**src/hw/rtl/fir_decimate_by_two_framer_assert.svh**
```systemverilog
// assertion macros shared by the decimating filter rtl
`ifndef FIR_DECIMATE_BY_TWO_FRAMER_ASSERT_SVH
`define FIR_DECIMATE_BY_TWO_FRAMER_ASSERT_SVH

`ifndef SYNTHESIS

// antecedent holds, consequent holds in the same cycle
`define FDBF_ASSERT_SAME(label, clk, rst, ante, cons) \
   label: assert property (@(posedge clk) disable iff (rst) (ante) |-> (cons)) \
      else $error("fdbf assertion failed");

// antecedent holds, consequent holds in the next cycle
`define FDBF_ASSERT_NEXT(label, clk, rst, ante, cons) \
   label: assert property (@(posedge clk) disable iff (rst) (ante) |=> (cons)) \
      else $error("fdbf assertion failed");

`else

`define FDBF_ASSERT_SAME(label, clk, rst, ante, cons)
`define FDBF_ASSERT_NEXT(label, clk, rst, ante, cons)

`endif

`endif

```
**src/hw/rtl/fdbf_pkg.sv**
```systemverilog
// types, constants and coefficient table of the decimating filter
`timescale 1ns / 1ps

package fdbf_pkg;

   localparam int TAP_COUNT          = 31;
   localparam int TAP_IDX_W          = $clog2(TAP_COUNT);
   localparam int TABLE_FRAC_BITS    = 24;
   localparam int SAMPLE_W           = 16;
   localparam int FRAME_W            = 8;
   localparam logic [FRAME_W-1:0] FRAME_LENGTH_RESET = 8'd80;

   // hamming windowed sinc, cutoff 0.25, unity dc gain, q1.24
   localparam logic signed [31:0] TAP_Q24 [TAP_COUNT] = '{
      -32'sd28528,    32'sd0,  32'sd49280,   32'sd0, -32'sd112914,  32'sd0,
       32'sd236455,   32'sd0, -32'sd449378,  32'sd0,  32'sd823745,  32'sd0,
      -32'sd1626356,  32'sd0,  32'sd5295220, 32'sd8402171,
       32'sd5295220,  32'sd0, -32'sd1626356, 32'sd0,  32'sd823745,  32'sd0,
      -32'sd449378,   32'sd0,  32'sd236455,  32'sd0, -32'sd112914,  32'sd0,
       32'sd49280,    32'sd0, -32'sd28528
   };

   // control of the shared multiply-accumulate unit
   typedef struct packed {
      logic clear;
      logic mul_en;
      logic acc_en;
   } mac_ctrl_type;

   // tap brought to frac_bits fraction bits, round half away from zero
   function automatic logic signed [31:0] tap_coef(input logic [TAP_IDX_W-1:0] idx,
                                                  input int frac_bits);
      logic signed [31:0] raw;
      logic [31:0]        mag;
      logic               neg;
      int                 sh;
      raw = TAP_Q24[idx];
      sh  = TABLE_FRAC_BITS - frac_bits;
      if (sh <= 0) begin
         return raw;
      end
      neg = raw[31];
      mag = neg ? 32'(-raw) : 32'(raw);
      mag = (mag + (32'd1 << (sh - 1))) >> sh;
      return neg ? -$signed(mag) : $signed(mag);
   endfunction

endpackage

```
**src/hw/rtl/fdbf_req_if.sv**
```systemverilog
// input channel: one high rate sample per beat
`timescale 1ns / 1ps

interface fdbf_req_if;
   logic                                  valid;
   logic                                  ready;
   logic signed [fdbf_pkg::SAMPLE_W-1:0]  sample_in;

   modport source (output valid, output sample_in, input ready);
   modport sink (input valid, input sample_in, output ready);
endinterface

```
**src/hw/rtl/fdbf_rsp_if.sv**
```systemverilog
// result channel: one decimated sample and frame flag per beat
`timescale 1ns / 1ps

interface fdbf_rsp_if;
   logic                                  valid;
   logic                                  ready;
   logic signed [fdbf_pkg::SAMPLE_W-1:0]  sample_out;
   logic                                  frame_end;

   modport source (output valid, output sample_out, output frame_end, input ready);
   modport sink (input valid, input sample_out, input frame_end, output ready);
endinterface

```
**src/hw/rtl/fir_decimate_by_two_framer.sv**
```systemverilog
// 31-tap low-pass decimate-by-two filter with output framing
//
// req_chan carries one signed 16-bit sample per beat. Every sample is shifted
// into the history; every second one (the second after reset, then every
// other) starts a filter pass that gives one beat on rsp_chan: the rounded,
// saturated filter output and frame_end, set on the last output of a frame.
// csr_we / csr_wdata write the frame length (0 means 256); write it only
// while the block is idle.
// Timing: a sample that does not complete a pair is taken without a pass
// and req_chan.ready stays high. A pair-completing sample runs the shared
// multiplier over the 31 taps, one tap a cycle, then a drain state and a
// rounding state. Ready is low while the pass runs, and the result is
// registered on rsp_chan as the pass leaves its rounding state.
// While a result waits on rsp_chan the next non-emitting sample is still
// taken; a finished pass holds in its rounding state until the result
// register frees. Reset clears the history, phase, frame count and output
// valid, and sets the frame length to 80.
`timescale 1ns / 1ps
`include "fir_decimate_by_two_framer_assert.svh"

module fir_decimate_by_two_framer #(
   parameter int COEF_FRAC_BITS = 15
) (
   input  logic                          clock,
   input  logic                          reset,
   fdbf_req_if.sink                      req_chan,
   fdbf_rsp_if.source                    rsp_chan,
   input  logic                          csr_we,
   input  logic [fdbf_pkg::FRAME_W-1:0]  csr_wdata
);

   localparam int SW     = fdbf_pkg::SAMPLE_W;
   localparam int TAPS   = fdbf_pkg::TAP_COUNT;
   localparam int IW     = fdbf_pkg::TAP_IDX_W;
   localparam int FW     = fdbf_pkg::FRAME_W;
   localparam int COEF_W = COEF_FRAC_BITS + 2;
   localparam int ACC_W  = SW + COEF_W + IW;
   localparam logic [IW-1:0] TAP_LAST = IW'(TAPS - 1);
   localparam logic signed [ACC_W-1:0] ROUND_HALF = ACC_W'(1) <<< (COEF_FRAC_BITS - 1);
   localparam logic signed [ACC_W-1:0] SAT_MAX = ACC_W'(32767);
   localparam logic signed [ACC_W-1:0] SAT_MIN = -ACC_W'(32768);

   typedef enum logic [1:0] {
      ST_IDLE,
      ST_MAC,
      ST_DRAIN,
      ST_FINISH
   } state_type;

   state_type               state_ff, state_in;
   logic [IW-1:0]           tap_ff, tap_in;
   logic                    phase_ff, phase_in;
   logic [FW-1:0]           frame_count_ff, frame_count_in;
   logic [FW-1:0]           frame_length_ff, frame_length_in;
   logic                    rsp_valid_ff, rsp_valid_in;
   logic signed [SW-1:0]    rsp_sample_ff, rsp_sample_in;
   logic                    rsp_end_ff, rsp_end_in;
   logic signed [SW-1:0]    history_ff [TAPS];

   logic                    req_beat;
   logic                    out_write;
   fdbf_pkg::mac_ctrl_type  mac_ctrl;
   logic signed [COEF_W-1:0] coef;
   logic signed [ACC_W-1:0] acc;
   logic signed [ACC_W-1:0] acc_rnd;
   logic signed [ACC_W-1:0] acc_shift;
   logic signed [SW-1:0]    sat_value;
   logic [FW:0]             frame_len_eff;
   logic [FW:0]             frame_next;
   logic                    frame_last;

   assign req_chan.ready  = (state_ff == ST_IDLE);
   assign req_beat        = req_chan.valid && req_chan.ready;
   assign out_write       = (state_ff == ST_FINISH) && (!rsp_valid_ff || rsp_chan.ready);

   // sample history, newest at entry zero
   always_ff @(posedge clock) begin
      if (reset) begin
         for (int i = 0; i < TAPS; i++) begin
            history_ff[i] <= '0;
         end
      end else if (req_beat) begin
         history_ff[0] <= req_chan.sample_in;
         for (int i = 1; i < TAPS; i++) begin
            history_ff[i] <= history_ff[i-1];
         end
      end
   end

   // coefficient for the current tap from the constant table
   assign coef = COEF_W'(fdbf_pkg::tap_coef(tap_ff, COEF_FRAC_BITS));

   // shared multiply-accumulate control
   always_comb begin
      mac_ctrl.clear  = req_beat && phase_ff;
      mac_ctrl.mul_en = (state_ff == ST_MAC);
      mac_ctrl.acc_en = ((state_ff == ST_MAC) && (tap_ff != '0)) || (state_ff == ST_DRAIN);
   end

   fdbf_mac #(
      .COEF_W (COEF_W),
      .ACC_W  (ACC_W)
   ) u_mac (
      .clock     (clock),
      .ctrl      (mac_ctrl),
      .sample_in (history_ff[tap_ff]),
      .coef_in   (coef),
      .acc_out   (acc)
   );

   // round half away from zero, then saturate
   always_comb begin
      acc_rnd   = acc + ROUND_HALF - ACC_W'(acc[ACC_W-1]);
      acc_shift = acc_rnd >>> COEF_FRAC_BITS;
      if (acc_shift > SAT_MAX) begin
         sat_value = 16'sh7fff;
      end else if (acc_shift < SAT_MIN) begin
         sat_value = 16'sh8000;
      end else begin
         sat_value = SW'(acc_shift);
      end
   end

   // frame position, zero length means a frame of 256
   always_comb begin
      frame_len_eff = (frame_length_ff == '0) ? (FW+1)'(1 << FW) : {1'b0, frame_length_ff};
      frame_next    = {1'b0, frame_count_ff} + (FW+1)'(1);
      frame_last    = (frame_next >= frame_len_eff);
   end

   // sequencer next state
   always_comb begin
      state_in        = state_ff;
      tap_in          = tap_ff;
      phase_in        = phase_ff;
      frame_count_in  = frame_count_ff;
      frame_length_in = frame_length_ff;
      rsp_valid_in    = rsp_valid_ff;
      rsp_sample_in   = rsp_sample_ff;
      rsp_end_in      = rsp_end_ff;

      if (csr_we) begin
         frame_length_in = csr_wdata;
      end
      if (rsp_valid_ff && rsp_chan.ready) begin
         rsp_valid_in = 1'b0;
      end

      case (state_ff)
         ST_IDLE: begin
            if (req_beat) begin
               phase_in = ~phase_ff;
               if (phase_ff) begin
                  state_in = ST_MAC;
                  tap_in   = '0;
               end
            end
         end
         ST_MAC: begin
            if (tap_ff == TAP_LAST) begin
               state_in = ST_DRAIN;
            end else begin
               tap_in = tap_ff + IW'(1);
            end
         end
         ST_DRAIN: begin
            state_in = ST_FINISH;
         end
         ST_FINISH: begin
            if (out_write) begin
               state_in       = ST_IDLE;
               rsp_valid_in   = 1'b1;
               rsp_sample_in  = sat_value;
               rsp_end_in     = frame_last;
               frame_count_in = frame_last ? '0 : frame_next[FW-1:0];
            end
         end
         default: begin
            state_in = ST_IDLE;
         end
      endcase
   end

   // state and registered outputs
   always_ff @(posedge clock) begin
      if (reset) begin
         state_ff        <= ST_IDLE;
         tap_ff          <= '0;
         phase_ff        <= 1'b0;
         frame_count_ff  <= '0;
         frame_length_ff <= fdbf_pkg::FRAME_LENGTH_RESET;
         rsp_valid_ff    <= 1'b0;
      end else begin
         state_ff        <= state_in;
         tap_ff          <= tap_in;
         phase_ff        <= phase_in;
         frame_count_ff  <= frame_count_in;
         frame_length_ff <= frame_length_in;
         rsp_valid_ff    <= rsp_valid_in;
      end
      rsp_sample_ff <= rsp_sample_in;
      rsp_end_ff    <= rsp_end_in;
   end

   assign rsp_chan.valid      = rsp_valid_ff;
   assign rsp_chan.sample_out = rsp_sample_ff;
   assign rsp_chan.frame_end  = rsp_end_ff;

   // checks on the sequencer
   `FDBF_ASSERT_NEXT(a_pair_starts_pass, clock, reset, req_beat && phase_ff,
                     state_ff == ST_MAC && tap_ff == '0)
   `FDBF_ASSERT_NEXT(a_odd_stays_idle, clock, reset, req_beat && !phase_ff,
                     state_ff == ST_IDLE)
   `FDBF_ASSERT_SAME(a_tap_in_range, clock, reset, state_ff == ST_MAC,
                     tap_ff <= TAP_LAST)
   `FDBF_ASSERT_NEXT(a_frame_wraps, clock, reset, out_write && frame_last,
                     frame_count_ff == '0 && rsp_end_ff)

endmodule

```
**src/hw/rtl/fdbf_mac.sv**
```systemverilog
// shared multiply-accumulate unit, one tap per cycle
`timescale 1ns / 1ps

module fdbf_mac #(
   parameter int COEF_W = 17,
   parameter int ACC_W  = 38
) (
   input  logic                                 clock,
   input  fdbf_pkg::mac_ctrl_type               ctrl,
   input  logic signed [fdbf_pkg::SAMPLE_W-1:0] sample_in,
   input  logic signed [COEF_W-1:0]             coef_in,
   output logic signed [ACC_W-1:0]              acc_out
);

   localparam int PROD_W = fdbf_pkg::SAMPLE_W + COEF_W;

   logic signed [PROD_W-1:0] product_ff;
   logic signed [ACC_W-1:0]  acc_ff;

   // multiply stage then accumulate stage
   always_ff @(posedge clock) begin
      if (ctrl.mul_en) begin
         product_ff <= PROD_W'(sample_in) * PROD_W'(coef_in);
      end
      if (ctrl.clear) begin
         acc_ff <= '0;
      end else if (ctrl.acc_en) begin
         acc_ff <= acc_ff + ACC_W'(product_ff);
      end
   end

   assign acc_out = acc_ff;

endmodule
```
**src/flat_wrapper.sv**
```systemverilog
// flat-port wrapper written by rule: the top's interface ports become plain ports
module fir_decimate_by_two_framer_flat 
#(
   parameter int COEF_FRAC_BITS = 15
)
  (clock, reset, csr_we, csr_wdata, req_chan_valid, req_chan_sample_in, req_chan_ready, rsp_chan_valid, rsp_chan_sample_out, rsp_chan_frame_end, rsp_chan_ready);
  fdbf_req_if req_chan_i ();
  fdbf_rsp_if rsp_chan_i ();
  input  logic clock;
  input  logic reset;
  input  logic csr_we;
  input  logic [fdbf_pkg::FRAME_W-1:0] csr_wdata;
  input wire logic [$bits(req_chan_i.valid)-1:0] req_chan_valid;
  input wire logic [$bits(req_chan_i.sample_in)-1:0] req_chan_sample_in;
  output wire logic [$bits(req_chan_i.ready)-1:0] req_chan_ready;
  output wire logic [$bits(rsp_chan_i.valid)-1:0] rsp_chan_valid;
  output wire logic [$bits(rsp_chan_i.sample_out)-1:0] rsp_chan_sample_out;
  output wire logic [$bits(rsp_chan_i.frame_end)-1:0] rsp_chan_frame_end;
  input wire logic [$bits(rsp_chan_i.ready)-1:0] rsp_chan_ready;
  assign req_chan_i.valid = req_chan_valid;
  assign req_chan_i.sample_in = req_chan_sample_in;
  assign req_chan_ready = req_chan_i.ready;
  assign rsp_chan_valid = rsp_chan_i.valid;
  assign rsp_chan_sample_out = rsp_chan_i.sample_out;
  assign rsp_chan_frame_end = rsp_chan_i.frame_end;
  assign rsp_chan_i.ready = rsp_chan_ready;
  fir_decimate_by_two_framer #(.COEF_FRAC_BITS(COEF_FRAC_BITS)) u_core (.clock(clock), .reset(reset), .req_chan(req_chan_i), .rsp_chan(rsp_chan_i), .csr_we(csr_we), .csr_wdata(csr_wdata));
endmodule
```
**config.mk**
```make
export PLATFORM = sky130hd
export DESIGN_NAME = fir_decimate_by_two_framer_flat
export DESIGN_NICKNAME = d
export VERILOG_FILES = /design/src/hw/rtl/fdbf_pkg.sv /design/src/hw/rtl/fdbf_req_if.sv /design/src/hw/rtl/fdbf_rsp_if.sv /design/src/hw/rtl/fir_decimate_by_two_framer.sv /design/src/hw/rtl/fdbf_mac.sv /design/src/flat_wrapper.sv
export VERILOG_INCLUDE_DIRS = /design/src /design/src/hw/rtl
export SDC_FILE = /design/constraint.sdc
export NUM_CORES = 2
export LEC_CHECK = 0
export ABC_AREA = 1
export ABC_CLOCK_PERIOD_IN_PS = 14860
export BUFFER_PORTS_ARGS = -buffer_cell sky130_fd_sc_hd__buf_2
export CELL_PAD_IN_SITES_DETAIL_PLACEMENT = 0
export CELL_PAD_IN_SITES_GLOBAL_PLACEMENT = 1
export CORE_ASPECT_RATIO = 1.1
export CORE_MARGIN = 2
export CORE_UTILIZATION = 50
export DETAILED_ROUTE_END_ITERATION = 10
export PLACE_DENSITY = 0.89
export SYNTH_ARGS = -nofsm -noshare
export SYNTH_HDL_FRONTEND = slang
export SYNTH_SLANG_ARGS = --single-unit
```
**constraint.sdc**
```tcl
create_clock -name clock -period 14.86 [get_ports clock]
set_clock_uncertainty 0.05 [all_clocks]
set_input_delay 1.486 -clock clock [delete_from_list [all_inputs] [get_ports clock]]
set_output_delay 1.486 -clock clock [all_outputs]
set_load 0.05 [all_outputs]
```
==> flow_summary.ini <==
[drt]
drc = 0
drt_iter0_markers = 2437
drtAntennaViolNets = 0
vias_per_cell = 5.26
wl_per_cell_microns = 16.3
vias = 32800
drt-pass1-iter-count = 6
routed_wl_microns = 102000

[worst_setup_path]
cp_common_cell = nand2_1
critPathMaxStageDelay_ps = 780
r2r_slack_ps = 4870
end_kind = flop
crit-reg2reg-launch = u_core.tap_ff[2]
critPathSlowestCell = dfxtp_1
timing.rr.end = u_core.u_mac.product_ff[27]
reg2regPathDepth = 43
worst_ep_required_time_ps = 15170
cp-start-kind = flop
critical_path.max_fanout = 37
cp.arrival_ps = 10300
criticalPathCategory = flop to flop

[logic_synthesis]
synth_area_per_cell_sq_um = 8.52
ys_seq_elements = 614
syn-cell-area_sq_um = 43400
synth-seq-area-share_pct = 41.0
yosysTopAreaCell = edfxtp_1
yosysUniqueCellTypes = 57
syn_nets = 5567
yosys-top-cells-area = edfxtp_1 (38%), fa_1 (13%), inv_1 (9.3%), nor2_1 (7.1%), ha_1 (5.2%)
synth_top_area_share_pct = 37.8
synth-edff-count = 546
synth-warning-count = 0
synth_async_sr_flop_share_pct = 0
synth_flop_cell = edfxtp_1
syn_inst = 5088

[worst_hold_path]
holdCritPathClass = flop to flop
min_to = u_core.frame_length_ff[2]
holdCritStartpoint = u_core.frame_length_ff[2]
hold_depth = 2

[floorplan]
die_h_microns = 313
coreArea_sq_um = 86100
rows = 113
die_w_microns = 285
io_pins = 48
dieArea_sq_um = 89100
start_util_pct = 50.4

[sta]
hold_violations = 0
period_needed_ps = 9990
grt_setup_unrepaired = no
setup_viol = 0
layout_setup_ws_ps = 4870
slew_headroom_pct = 22.4
finalCritPeriodShare_pct = 67.2
final_max_slew_viol_count = 0
max_freq_mhz = 100
tightest_slew_ps = 1160
setup-tns-final_ps = 0

[final_layout]
seqCellArea_sq_um = 17800
final_nets = 5517
fillers = 7980
num_antenna_cells = 0
syn_to_final_growth_pct = 8.03
post-route-util_pct = 54.4
multi_input_area_sq_um = 20700
final_layout_size_suffix_gt1_share_pct = 4.97

[clock_tree]
holdBufCountCts = 0
tritoncts = built
cts-resized-gates = 0
cts_setup_buffers = 0
cts.clk_slew.worst_paths_ps = 60
cts-root-buf = clkbuf_16
clockBufferDepth = 3
cts_htree_levels = 3
clkLatencyLatePin_ps = 630
cts_num_sinks = 614
numCtsBuffers = 70

[place]
port_buffers = 47
gp_congestion = 0.926
pre_cts_ws_ps = 5020
place_hpwl_microns = 70900

[global_route]
grt.overflow.total = 0
antenna_found_initial = 0
grt_max_degree = 214
grt_pass1_wl_microns = 168000
grt_pass1_vias = 32807
grt.total_usage_pct = 23.2

[run]
maxCapViolCount = 0

[status]
status = complete, no violations
==> logic make-up (layout without fill, tap and decap cells) <==
group | count (synthesis) | after routing | synth area share [%]
flops | 614 | 614 | 41.0
simple gates | 1648 | 1648 | 15.4
fa+ha+maj | 450 | 450 | 17.7
compound gates | 961 | 961 | 12.2
buf+inv | 1300 | 1303 | 11.4
xor+xnor | 115 | 115 | 2.37
==> worst max-delay path: cells and delay by family (launching register included) <==
| family | cells | cell delay (ps) |
|---|---|---|
| buffers and inverters | 10 | 1630 |
| XOR/XNOR | 1 | 140 |
| flip-flops | 1 | 780 |
| AND/OR/NAND/NOR | 16 | 1820 |
| AO/OA/AOI/OAI | 7 | 1240 |
| adder cells (fa/ha/maj) | 9 | 4040 |
==> area by class of cell <==
type,instances,share of cell area (%)
Sequential cell,614,37.9
Clock inverter,42,0.943
Inverter,1094,8.79
Tap cell,1150,3.07
Multi-Input combinational cell,3174,44.2
Timing Repair Buffer,84,1.22
Clock buffer,83,3.87
==> synthesized netlist by cell type (5+ instances only) <==
cell,instances
a21o_1,16
ha_1,179
nand2_1,569
buf_2,6
o31ai_1,9
a211oi_1,7
nor2_2,7
nand4_1,17
inv_2,14
clkbuf_1,174
a21boi_0,5
o21ai_1,5
dfxtp_1,68
nand3_1,169
o21ai_0,334
fa_1,271
a21oi_1,442
xnor2_1,43
o21a_1,9
nor2_1,817
a31oi_1,22
nand2_4,6
nor4_1,12
nand3_2,9
nor3_1,19
o21bai_1,10
inv_1,1075
buf_1,18
o211ai_1,61
xor2_1,69
edfxtp_1,546
o311ai_0,6
a22oi_1,14
nand2_2,14
==> how the worst max path moves through the flow <==
stage	start	end	cells after the start
2_1_floorplan	reset	u_core.history_ff[0][0]	3
3_3_place_gp	u_core.tap_ff[2]	u_core.u_mac.product_ff[27]	43
3_5_place_dp	u_core.tap_ff[2]	u_core.u_mac.product_ff[27]	43
4_1_cts	u_core.tap_ff[2]	u_core.u_mac.product_ff[27]	43
5_1_grt	u_core.tap_ff[2]	u_core.u_mac.product_ff[27]	43
6_report	u_core.tap_ff[2]	u_core.u_mac.product_ff[27]	43
==> cells in the final DEF (no fill, tap or decap), types with 10 or more instances in the layout <==
cell       netlist  final
a22oi_1         14     14
clkinv_2         0     10
buf_4            3     33
nand2_2         14     14
a31oi_1         22     22
nor3_1          19     19
xor2_1          69     69
dfxtp_1         68     64
nand4_1         17     17
a21oi_1        442    442
buf_2            6     46
clkbuf_16        0     70
a21o_1          16     16
nand2_1        569    567
o21bai_1        10     10
nand3_1        169    169
clkinv_1         4     18
clkbuf_1       174     12
o211ai_1        61     61
nor4_1          12     12
xnor2_1         43     43
edfxtp_1       546    546
o21ai_0        334    333
inv_2           14     13
ha_1           179    179
inv_1         1075   1075
nor2_1         817    816
fa_1           271    271
==> through the flow <==
step | area [sq um] | hold WS [ps] | cells
floorplan | 43400 | 398 | 5088
global placement | 44600 | 426 | 6116
detailed placement | 44600 | 427 | 6116
CTS | 46800 | 437 | 6241
global route | 46800 | 462 | 6241
finish | 46800 | 432 | 6241
==> layer usage <==
layer | wire (microns) | part of all wire [%] | track usage (%) | vias to the layer above
li1 | - | - | - | 16126
met1 | 44700 | 44 | 30.9 | 15642
met2 | 49400 | 48 | 39.5 | 844
met3 | 5010 | 4.9 | 2.73 | 188
met4 | 2950 | 2.9 | 7.57 | 0
met5 | 0 | 0 | 0 | -
==> sequential cells by signal, summed over array words and instances (netlist names), named ones only <==
name	flops
u_core.frame_count_ff	8
u_core.frame_length_ff	8
u_core.history_ff	496
u_core.phase_ff	1
u_core.rsp_chan.frame_end	1
u_core.rsp_chan.sample_out	16
u_core.rsp_chan.valid	1
u_core.state_ff	2
u_core.tap_ff	5
u_core.u_mac.acc_out	38
u_core.u_mac.product_ff	33
Power is not shown: default switching activity piles up to over one toggle a cycle in this logic, so the estimate is an artifact.
